===== src/rtl/ritx_pkg.sv =====
package ritx_pkg;

	localparam int VALUE_WIDTH_DEF = 32;
	localparam int DIGIT_SLOTS_DEF = 32;

	localparam int RADIX_W = 6;
	localparam int CHAR_W  = 8;

	localparam logic [RADIX_W-1:0] RADIX_RESET = 6'd10;
	localparam logic [RADIX_W-1:0] RADIX_MIN   = 6'd2;
	localparam logic [RADIX_W-1:0] RADIX_MAX   = 6'd36;
	localparam logic [RADIX_W-1:0] RADIX_DEC   = 6'd10;

	localparam logic [CHAR_W-1:0] CHAR_ZERO  = 8'h30;
	localparam logic [CHAR_W-1:0] CHAR_ALPHA = 8'h37;
	localparam logic [CHAR_W-1:0] CHAR_MINUS = 8'h2D;

	typedef struct packed {
		logic busy;
		logic done;
	} div_stat_t;

	function automatic logic [RADIX_W-1:0] clamp_radix(input logic [RADIX_W-1:0] r);
		logic [RADIX_W-1:0] res;
		if (r < RADIX_MIN) begin
			res = RADIX_MIN;
		end else if (r > RADIX_MAX) begin
			res = RADIX_MAX;
		end else begin
			res = r;
		end
		return res;
	endfunction

	function automatic logic [CHAR_W-1:0] digit_char(input logic [RADIX_W-1:0] d);
		logic [CHAR_W-1:0] res;
		if (d < RADIX_DEC) begin
			res = CHAR_ZERO + {2'b00, d};
		end else begin
			res = CHAR_ALPHA + {2'b00, d};
		end
		return res;
	endfunction

endpackage


===== src/rtl/ritx_ram.sv =====
module ritx_ram #(
	parameter int WIDTH = 8,
	parameter int DEPTH = 32
) (
	input  logic                     clk,
	input  logic                     we,
	input  logic [$clog2(DEPTH)-1:0] waddr,
	input  logic [WIDTH-1:0]         wdata,
	input  logic                     re,
	input  logic [$clog2(DEPTH)-1:0] raddr,
	output logic [WIDTH-1:0]         rdata
);

	logic [WIDTH-1:0] mem_q [DEPTH];
	logic [WIDTH-1:0] rdata_q;

	always_ff @(posedge clk) begin
		if (we) begin
			mem_q[waddr] <= wdata;
		end
		if (re) begin
			rdata_q <= mem_q[raddr];
		end
	end

	assign rdata = rdata_q;

endmodule


===== src/rtl/ritx_div.sv =====
module ritx_div #(
	parameter int VALUE_WIDTH = ritx_pkg::VALUE_WIDTH_DEF
) (
	input  logic                         clk,
	input  logic                         arst_n,
	input  logic                         start,
	input  logic [VALUE_WIDTH-1:0]       dividend,
	input  logic [ritx_pkg::RADIX_W-1:0] divisor,
	output ritx_pkg::div_stat_t          stat,
	output logic [VALUE_WIDTH-1:0]       quotient,
	output logic [ritx_pkg::RADIX_W-1:0] remainder
);

	localparam int CNT_W = (VALUE_WIDTH > 1) ? $clog2(VALUE_WIDTH) : 1;

	logic                         running_q;
	logic                         done_q;
	logic [CNT_W-1:0]             cnt_q;
	logic [VALUE_WIDTH-1:0]       dq_q;
	logic [ritx_pkg::RADIX_W-1:0] rem_q;
	logic [ritx_pkg::RADIX_W-1:0] div_q;

	logic [ritx_pkg::RADIX_W:0]   trial;
	logic                         fits;
	logic [ritx_pkg::RADIX_W:0]   diff;

	// one restoring step: shift in the next dividend bit, subtract if it fits
	assign trial = {rem_q, dq_q[VALUE_WIDTH-1]};
	assign fits  = trial >= {1'b0, div_q};
	assign diff  = trial - {1'b0, div_q};

	always_ff @(posedge clk or negedge arst_n) begin
		if (!arst_n) begin
			running_q <= 1'b0;
			done_q    <= 1'b0;
			cnt_q     <= '0;
		end else begin
			done_q <= 1'b0;
			if (start) begin
				running_q <= 1'b1;
				cnt_q     <= CNT_W'(VALUE_WIDTH - 1);
			end else if (running_q) begin
				if (cnt_q == '0) begin
					running_q <= 1'b0;
					done_q    <= 1'b1;
				end else begin
					cnt_q <= cnt_q - CNT_W'(1);
				end
			end
		end
	end

	always_ff @(posedge clk) begin
		if (start) begin
			dq_q  <= dividend;
			rem_q <= '0;
			div_q <= divisor;
		end else if (running_q) begin
			dq_q  <= {dq_q[VALUE_WIDTH-2:0], fits};
			rem_q <= fits ? diff[ritx_pkg::RADIX_W-1:0] : trial[ritx_pkg::RADIX_W-1:0];
		end
	end

	assign stat.busy = running_q;
	assign stat.done = done_q;
	assign quotient  = dq_q;
	assign remainder = rem_q;

endmodule


===== src/rtl/integer_to_radix_text.sv =====
// integer_to_radix_text
// Converts one signed integer per input word into ASCII text in the radix
// held by the configuration register (2..36, out-of-range codes clamp).
// s_tdata carries value in its low VALUE_WIDTH bits. Each output word is
// one character on m_tdata, most significant digit first; m_tlast marks
// the final character of a value. In radix ten a negative value is sent
// as '-' and its magnitude; other radices read the bits as unsigned.
// cfg_wen/cfg_wdata write the radix (reset 10); the user must write it
// only while the block is idle, which the block itself does not enforce.
// Each digit comes from one pass of the bit-serial divider (one quotient
// bit per cycle) and is stored in the digit RAM; the characters are then
// read back through its read port, the sign first. s_tready is high only
// between values, so one value is converted at a time; the next value is
// taken while the last character still sits in the output register.
// Reset clears the sequencer and output valid and sets radix to ten.
// A stalled receiver holds the output register and the sequencer waits.
module integer_to_radix_text #(
	parameter int VALUE_WIDTH = ritx_pkg::VALUE_WIDTH_DEF,
	parameter int DIGIT_SLOTS = ritx_pkg::DIGIT_SLOTS_DEF
) (
	input  logic                               clk,
	input  logic                               arst_n,
	input  logic                               cfg_wen,
	input  logic [ritx_pkg::RADIX_W-1:0]       cfg_wdata,
	input  logic                               s_tvalid,
	output logic                               s_tready,
	input  logic [((VALUE_WIDTH+7)/8)*8-1:0]   s_tdata,  // value
	output logic                               m_tvalid,
	input  logic                               m_tready,
	output logic [ritx_pkg::CHAR_W-1:0]        m_tdata,  // character
	output logic                               m_tlast   // last_char
);

	localparam int CNT_W = $clog2(DIGIT_SLOTS + 1);
	localparam int ADR_W = $clog2(DIGIT_SLOTS);

	localparam logic [2:0] S_IDLE = 3'd0;
	localparam logic [2:0] S_DIV  = 3'd1;
	localparam logic [2:0] S_SIGN = 3'd2;
	localparam logic [2:0] S_RD   = 3'd3;
	localparam logic [2:0] S_LOAD = 3'd4;

	logic [2:0]                   state_q;
	logic [ritx_pkg::RADIX_W-1:0] radix_q;
	logic [CNT_W-1:0]             cnt_q;
	logic                         sign_q;
	logic                         out_valid_q;
	logic [ritx_pkg::CHAR_W-1:0]  out_char_q;
	logic                         out_last_q;

	logic [ritx_pkg::RADIX_W-1:0] base;
	logic [VALUE_WIDTH-1:0]       in_val;
	logic                         show_sign;
	logic [VALUE_WIDTH-1:0]       magnitude;
	logic                         accept;
	logic                         out_free;
	logic                         out_load;
	logic                         more;
	logic [CNT_W-1:0]             cnt_inc;
	logic [CNT_W-1:0]             cnt_dec;

	logic                         div_start;
	logic [VALUE_WIDTH-1:0]       div_dividend;
	ritx_pkg::div_stat_t          div_stat;
	logic [VALUE_WIDTH-1:0]       div_quot;
	logic [ritx_pkg::RADIX_W-1:0] div_rem;

	logic                         ram_we;
	logic                         ram_re;
	logic [ritx_pkg::CHAR_W-1:0]  ram_rdata;

	assign base      = ritx_pkg::clamp_radix(radix_q);
	assign in_val    = s_tdata[VALUE_WIDTH-1:0];
	assign show_sign = (base == ritx_pkg::RADIX_DEC) && in_val[VALUE_WIDTH-1];
	assign magnitude = show_sign ? (~in_val + VALUE_WIDTH'(1)) : in_val;

	assign s_tready = (state_q == S_IDLE);
	assign accept   = s_tvalid && s_tready;
	assign out_free = !out_valid_q || m_tready;
	assign out_load = ((state_q == S_SIGN) || (state_q == S_LOAD)) && out_free;
	assign cnt_inc  = cnt_q + CNT_W'(1);
	assign cnt_dec  = cnt_q - CNT_W'(1);
	assign more     = (div_quot != '0) && (cnt_inc < CNT_W'(DIGIT_SLOTS));

	assign ram_we       = (state_q == S_DIV) && div_stat.done;
	assign ram_re       = (state_q == S_RD);
	assign div_start    = accept || (ram_we && more);
	assign div_dividend = accept ? magnitude : div_quot;

	ritx_div #(
		.VALUE_WIDTH(VALUE_WIDTH)
	) u_div (
		.clk      (clk),
		.arst_n   (arst_n),
		.start    (div_start),
		.dividend (div_dividend),
		.divisor  (base),
		.stat     (div_stat),
		.quotient (div_quot),
		.remainder(div_rem)
	);

	ritx_ram #(
		.WIDTH(ritx_pkg::CHAR_W),
		.DEPTH(DIGIT_SLOTS)
	) u_digits (
		.clk  (clk),
		.we   (ram_we),
		.waddr(cnt_q[ADR_W-1:0]),
		.wdata(ritx_pkg::digit_char(div_rem)),
		.re   (ram_re),
		.raddr(cnt_dec[ADR_W-1:0]),
		.rdata(ram_rdata)
	);

	always_ff @(posedge clk or negedge arst_n) begin
		if (!arst_n) begin
			radix_q <= ritx_pkg::RADIX_RESET;
		end else if (cfg_wen) begin
			radix_q <= cfg_wdata;
		end
	end

	always_ff @(posedge clk or negedge arst_n) begin
		if (!arst_n) begin
			state_q     <= S_IDLE;
			cnt_q       <= '0;
			sign_q      <= 1'b0;
			out_valid_q <= 1'b0;
		end else begin
			if (out_load) begin
				out_valid_q <= 1'b1;
			end else if (m_tready) begin
				out_valid_q <= 1'b0;
			end
			case (state_q)
				S_IDLE: begin
					if (accept) begin
						cnt_q   <= '0;
						sign_q  <= show_sign;
						state_q <= S_DIV;
					end
				end
				S_DIV: begin
					// store one digit per divider pass, least significant first
					if (div_stat.done) begin
						cnt_q <= cnt_inc;
						if (!more) begin
							state_q <= sign_q ? S_SIGN : S_RD;
						end
					end
				end
				S_SIGN: begin
					if (out_free) begin
						state_q <= S_RD;
					end
				end
				S_RD: begin
					cnt_q   <= cnt_dec;
					state_q <= S_LOAD;
				end
				S_LOAD: begin
					// hold the read data until the output register frees up
					if (out_free) begin
						state_q <= (cnt_q == '0) ? S_IDLE : S_RD;
					end
				end
				default: begin
					state_q <= S_IDLE;
				end
			endcase
		end
	end

	always_ff @(posedge clk) begin
		if ((state_q == S_SIGN) && out_free) begin
			out_char_q <= ritx_pkg::CHAR_MINUS;
			out_last_q <= 1'b0;
		end else if ((state_q == S_LOAD) && out_free) begin
			out_char_q <= ram_rdata;
			out_last_q <= (cnt_q == '0);
		end
	end

	assign m_tvalid = out_valid_q;
	assign m_tdata  = out_char_q;
	assign m_tlast  = out_last_q;

	a_accept_starts_div: assert property (@(posedge clk) disable iff (!arst_n)
		accept |=> div_stat.busy && (state_q == S_DIV))
		else $error("accepted value did not start the divider");

	a_done_in_div: assert property (@(posedge clk) disable iff (!arst_n)
		div_stat.done |-> (state_q == S_DIV))
		else $error("divider finished outside the divide state");

	a_digit_slot_range: assert property (@(posedge clk) disable iff (!arst_n)
		ram_we |-> (cnt_q < CNT_W'(DIGIT_SLOTS)))
		else $error("digit write beyond the digit slots");

	a_read_nonempty: assert property (@(posedge clk) disable iff (!arst_n)
		(state_q == S_RD) |-> (cnt_q != '0))
		else $error("digit read with no digits left");

endmodule


===== config.mk =====
export PLATFORM = sky130hd
export DESIGN_NAME = integer_to_radix_text
export DESIGN_NICKNAME = d
export VERILOG_FILES = /design/src/rtl/ritx_pkg.sv /design/src/rtl/ritx_ram.sv /design/src/rtl/ritx_div.sv /design/src/rtl/integer_to_radix_text.sv
export SDC_FILE = /design/constraint.sdc
export NUM_CORES = 1
export LEC_CHECK = 0
export BUFFER_PORTS_ARGS = -buffer_cell sky130_fd_sc_hd__buf_2
export CAP_MARGIN = 20
export CORE_ASPECT_RATIO = 2
export CORE_MARGIN = 2
export CORE_UTILIZATION = 40
export CTS_CLUSTER_SIZE = 16
export DETAILED_ROUTE_END_ITERATION = 7
export GPL_ROUTABILITY_DRIVEN = 0
export SLEW_MARGIN = 25
export SYNTH_ARGS = -nofsm -noshare
export SYNTH_HDL_FRONTEND = slang
export SYNTH_SLANG_ARGS = --single-unit

===== constraint.sdc =====
create_clock -name clk -period 4.8 [get_ports clk]
set_clock_uncertainty 0.05 [all_clocks]
set_input_delay 1.44 -clock clk [delete_from_list [all_inputs] [get_ports clk]]
set_output_delay 1.44 -clock clk [all_outputs]
set_load 0.02 [all_outputs]

==> impl_metrics.ini <==
[sta]
final_max_slew_viol_count = 0
setup_viol = 0
worst-slew-pin-transition_ns = 0.992
final.period_utilization = 0.669
final_period_minus_worst_setup_slack_ns = 3.21
timing.slew.headroom = 0.338
max_freq_mhz = 312
hold_ws_ns = 0.411
hold_viol_final = 0
fin_tns_setup_ns = 0
fin_ws_ns = 1.59
grt_setup_unrepaired = no

[cells_and_area]
final_layout_size_suffix_gt1_frac = 0.218
layout-area-overhead-vs-synth_pct = 12.3
fin_nets = 993
layout_fillers = 2917
antenna-diode-count = 0

[clock_tree]
tritoncts_clock_tree = yes
cts-buffers-inserted = 27
postCtsResizedCells = 0
cts_max_path_buffers = 3
cts-hold-fix-buffers = 0
worst_skew_pair.late_latency_ns = 0.54
cts_root_buf = clkbuf_16
cts.reportedPaths.clkPinSlew_ns = 0.07
post_cts.repair.setup_buffers = 0
cts.sinks = 307
cts_htree_levels = 1

[run_status]
outcome = finished, final reports clean

[yosys]
dominant_cell_by_count_in_the_synthesized_netlist = edfxtp_1
synth.area.top_cells = edfxtp_1 60%, mux4_2 12%, dfrtp_1 4.1%
synthDistinctLibCells = 63
synth.avg_cell_area_sq_um = 15.4
yosys.area.top_type_share = 0.598
synthCells = 880
synthDominantAreaCellType = edfxtp_1
postSynth.topFlopCell = edfxtp_1
post_synth_instance_area_sq_um = 13500
synth-warning-count = 0
netlist_top_cells_count = 269 x edfxtp_1, 91 x nor2_1, 70 x mux4_2
ys_async_sr_fraction = 0.0782
number_of_enable_flip_flop_cells_after_synthesis = 269
synth_sequential_area_ratio = 0.663
synth.ff_latch_count = 307
postSynthNetCount = 940

[critical_path]
timing.critical_path.max_delay_family = flip-flops
startpoint_type = flop
cpPeakStageDelay_ns = 0.62
cp_data_required_time_ns = 3.31
critical_path_buf_inv_count = 1
timing.critical_path.slowest_stage_cell = dfrtp_1
timing.critical_path.arrival_ns = 1.72
end_kind = primary output
path_cells = nor3_1 -> buf_2
crit_type = flop to primary output
crit_path_max_fanout = 20

[floorplan]
boundaryPins = 54
die_w_um = 134
initial_utilization = 0.405
placement_rows = 95
die_area_sq_um = 35400
floorplan.die.height_um = 264
placeableCoreArea_sq_um = 33400

[pwr]
p_leak_uw = 0.00510
switching_pwr_uw = 3630
power_switching_share = 0.346
pwr-share-comb = 0.386
internal_power_uw = 6870
power.clock.fraction = 0.204
seq_power_share = 0.410
power.density_nw_per_um2 = 691
ir_drop_uv = 396

[global_route]
gr-max-usage-layer = met2
first_global_vias = 7720
grt_max_degree = 64
grt_antenna_before_repair = 0
globalRouteMet1Util = 0.170
use_met3 = 0.0205
global_route.overflow_total = 0
grt_first_pass_wirelength_um = 46600
groute.usage.overall = 0.177
met2_usage = 0.364

[detailed_routing]
num_vias = 7408
detail-route-antenna-nets = 0
average_via_count_per_standard_cell = 5.34
drcViolationCount = 0
drtPass1Iterations = 7
totalWireLength_um = 30400
post_drt_wl_per_cell_um = 21.9
drtIter0Drc = 373

[run]
maxCapViolCount = 0

[hold_path]
path_category_of_the_worst_min_delay_check = flop to flop

[placed_design]
number_of_port_buffers = 52
dpl_worst_slack_ns = 1.20
dp_hpwl_um = 21900
cell usage in the layout, fill, tap and decap left out, types with 14 or more instances in the layout:
| cell | n |
|---|---|
| edfxtp_1 | 269 |
| nor2_1 | 91 |
| mux4_2 | 70 |
| a21oi_1 | 56 |
| buf_2 | 52 |
| nand2_1 | 50 |
| xnor2_1 | 31 |
| inv_1 | 29 |
| clkbuf_16 | 27 |
| o21ai_0 | 22 |
| dfrtp_1 | 21 |
| ha_1 | 15 |
| dfxtp_1 | 14 |
| buf_4 | 14 |
power by group through the flow:
stage	clock network, uW	logic [uW]	registers, uW
floorplan	0	2740	4270
global placement	0	4100	4360
detailed placement	0	4180	4370
CTS	2180	4190	4310
global route	2280	4420	4360
finish	2140	4050	4310
routing by layer:
metal	wire, um	vias to the layer above	part of all wire
li1	-	3476	-
met1	9700	3730	0.32
met2	18500	147	0.61
met3	917	55	0.030
met4	1320	0	0.043
met5	0	-	0
final timing paths:
kind / startpoint / to / slack (ns) / cells after the start
setup reg to reg: cnt_q[1] / u_digits.rdata[0] / 1.60 / 5
max in group asynchronous: arst_n / cnt_q[0] / 3.39 / 1
hold reg to reg: u_digits.rdata[5] / m_tdata[5] / 0.41 / 2
setup / recovery: state_q[1] / s_tready / 1.59 / 2
hold / removal: u_digits.rdata[5] / m_tdata[5] / 0.41 / 2
min in group asynchronous: arst_n / u_div.cnt_q[2] / 0.86 / 1
stage by stage:
| step | utilization | cells | power, uW | cell area (sq um) |
|---|---|---|---|---|
| after global placement | 0.429 | 1340 | 8460 | 14300 |
| final | 0.455 | 1387 | 10500 | 15200 |
| after global routing | 0.455 | 1387 | 11100 | 15200 |
| after detailed placement | 0.429 | 1340 | 8550 | 14300 |
| after floorplan | - | 880 | 7010 | 13500 |
| after CTS | 0.455 | 1387 | 10700 | 15200 |
flip-flops by register name, indices dropped and copies added (netlist names):
signal	flops
u_digits.mem_q	224
u_div.quotient	32
m_tdata	7
u_digits.rdata	7
cnt_q	6
radix_q	6
u_div.div_q	6
u_div.remainder	6
u_div.cnt_q	5
state_q	3
m_tlast	1
m_tvalid	1
sign_q	1
u_div.done_q	1
u_div.running_q	1
tightest hold or removal path, cell delays in order (launching register included):
cell and delay, ns:
edfxtp_1 0.32, mux2i_1 0.06, nand2_1 0.05
cells by family (layout without fill, tap and decap cells):
| logic type | Yosys count | count (layout) | share of synthesized area |
|---|---|---|---|
| adders and majority gates | 18 | 18 | 0.0170 |
| AOI/OAI and AO/OA | 124 | 124 | 0.0548 |
| xor gates and xnor gates | 45 | 45 | 0.0292 |
| other | 1 | 1 | 0.000277 |
| buffers and inverters | 71 | 142 | 0.0229 |
| and+or+nand+nor | 219 | 219 | 0.0766 |
| muxes | 95 | 95 | 0.136 |
| DFF | 307 | 307 | 0.663 |
cell type report:
cell class,instances,area (sq um),share of cell area
Clock buffer,36,719,0.0474
Clock inverter,11,128,0.00840
Inverter,29,109,0.00717
Multi-Input combinational cell,502,4350,0.287
Sequential cell,307,8960,0.590
Tap cell,436,546,0.0359
Timing Repair Buffer,66,365,0.0241
Note: power is estimated with default switching activity, not from simulation.
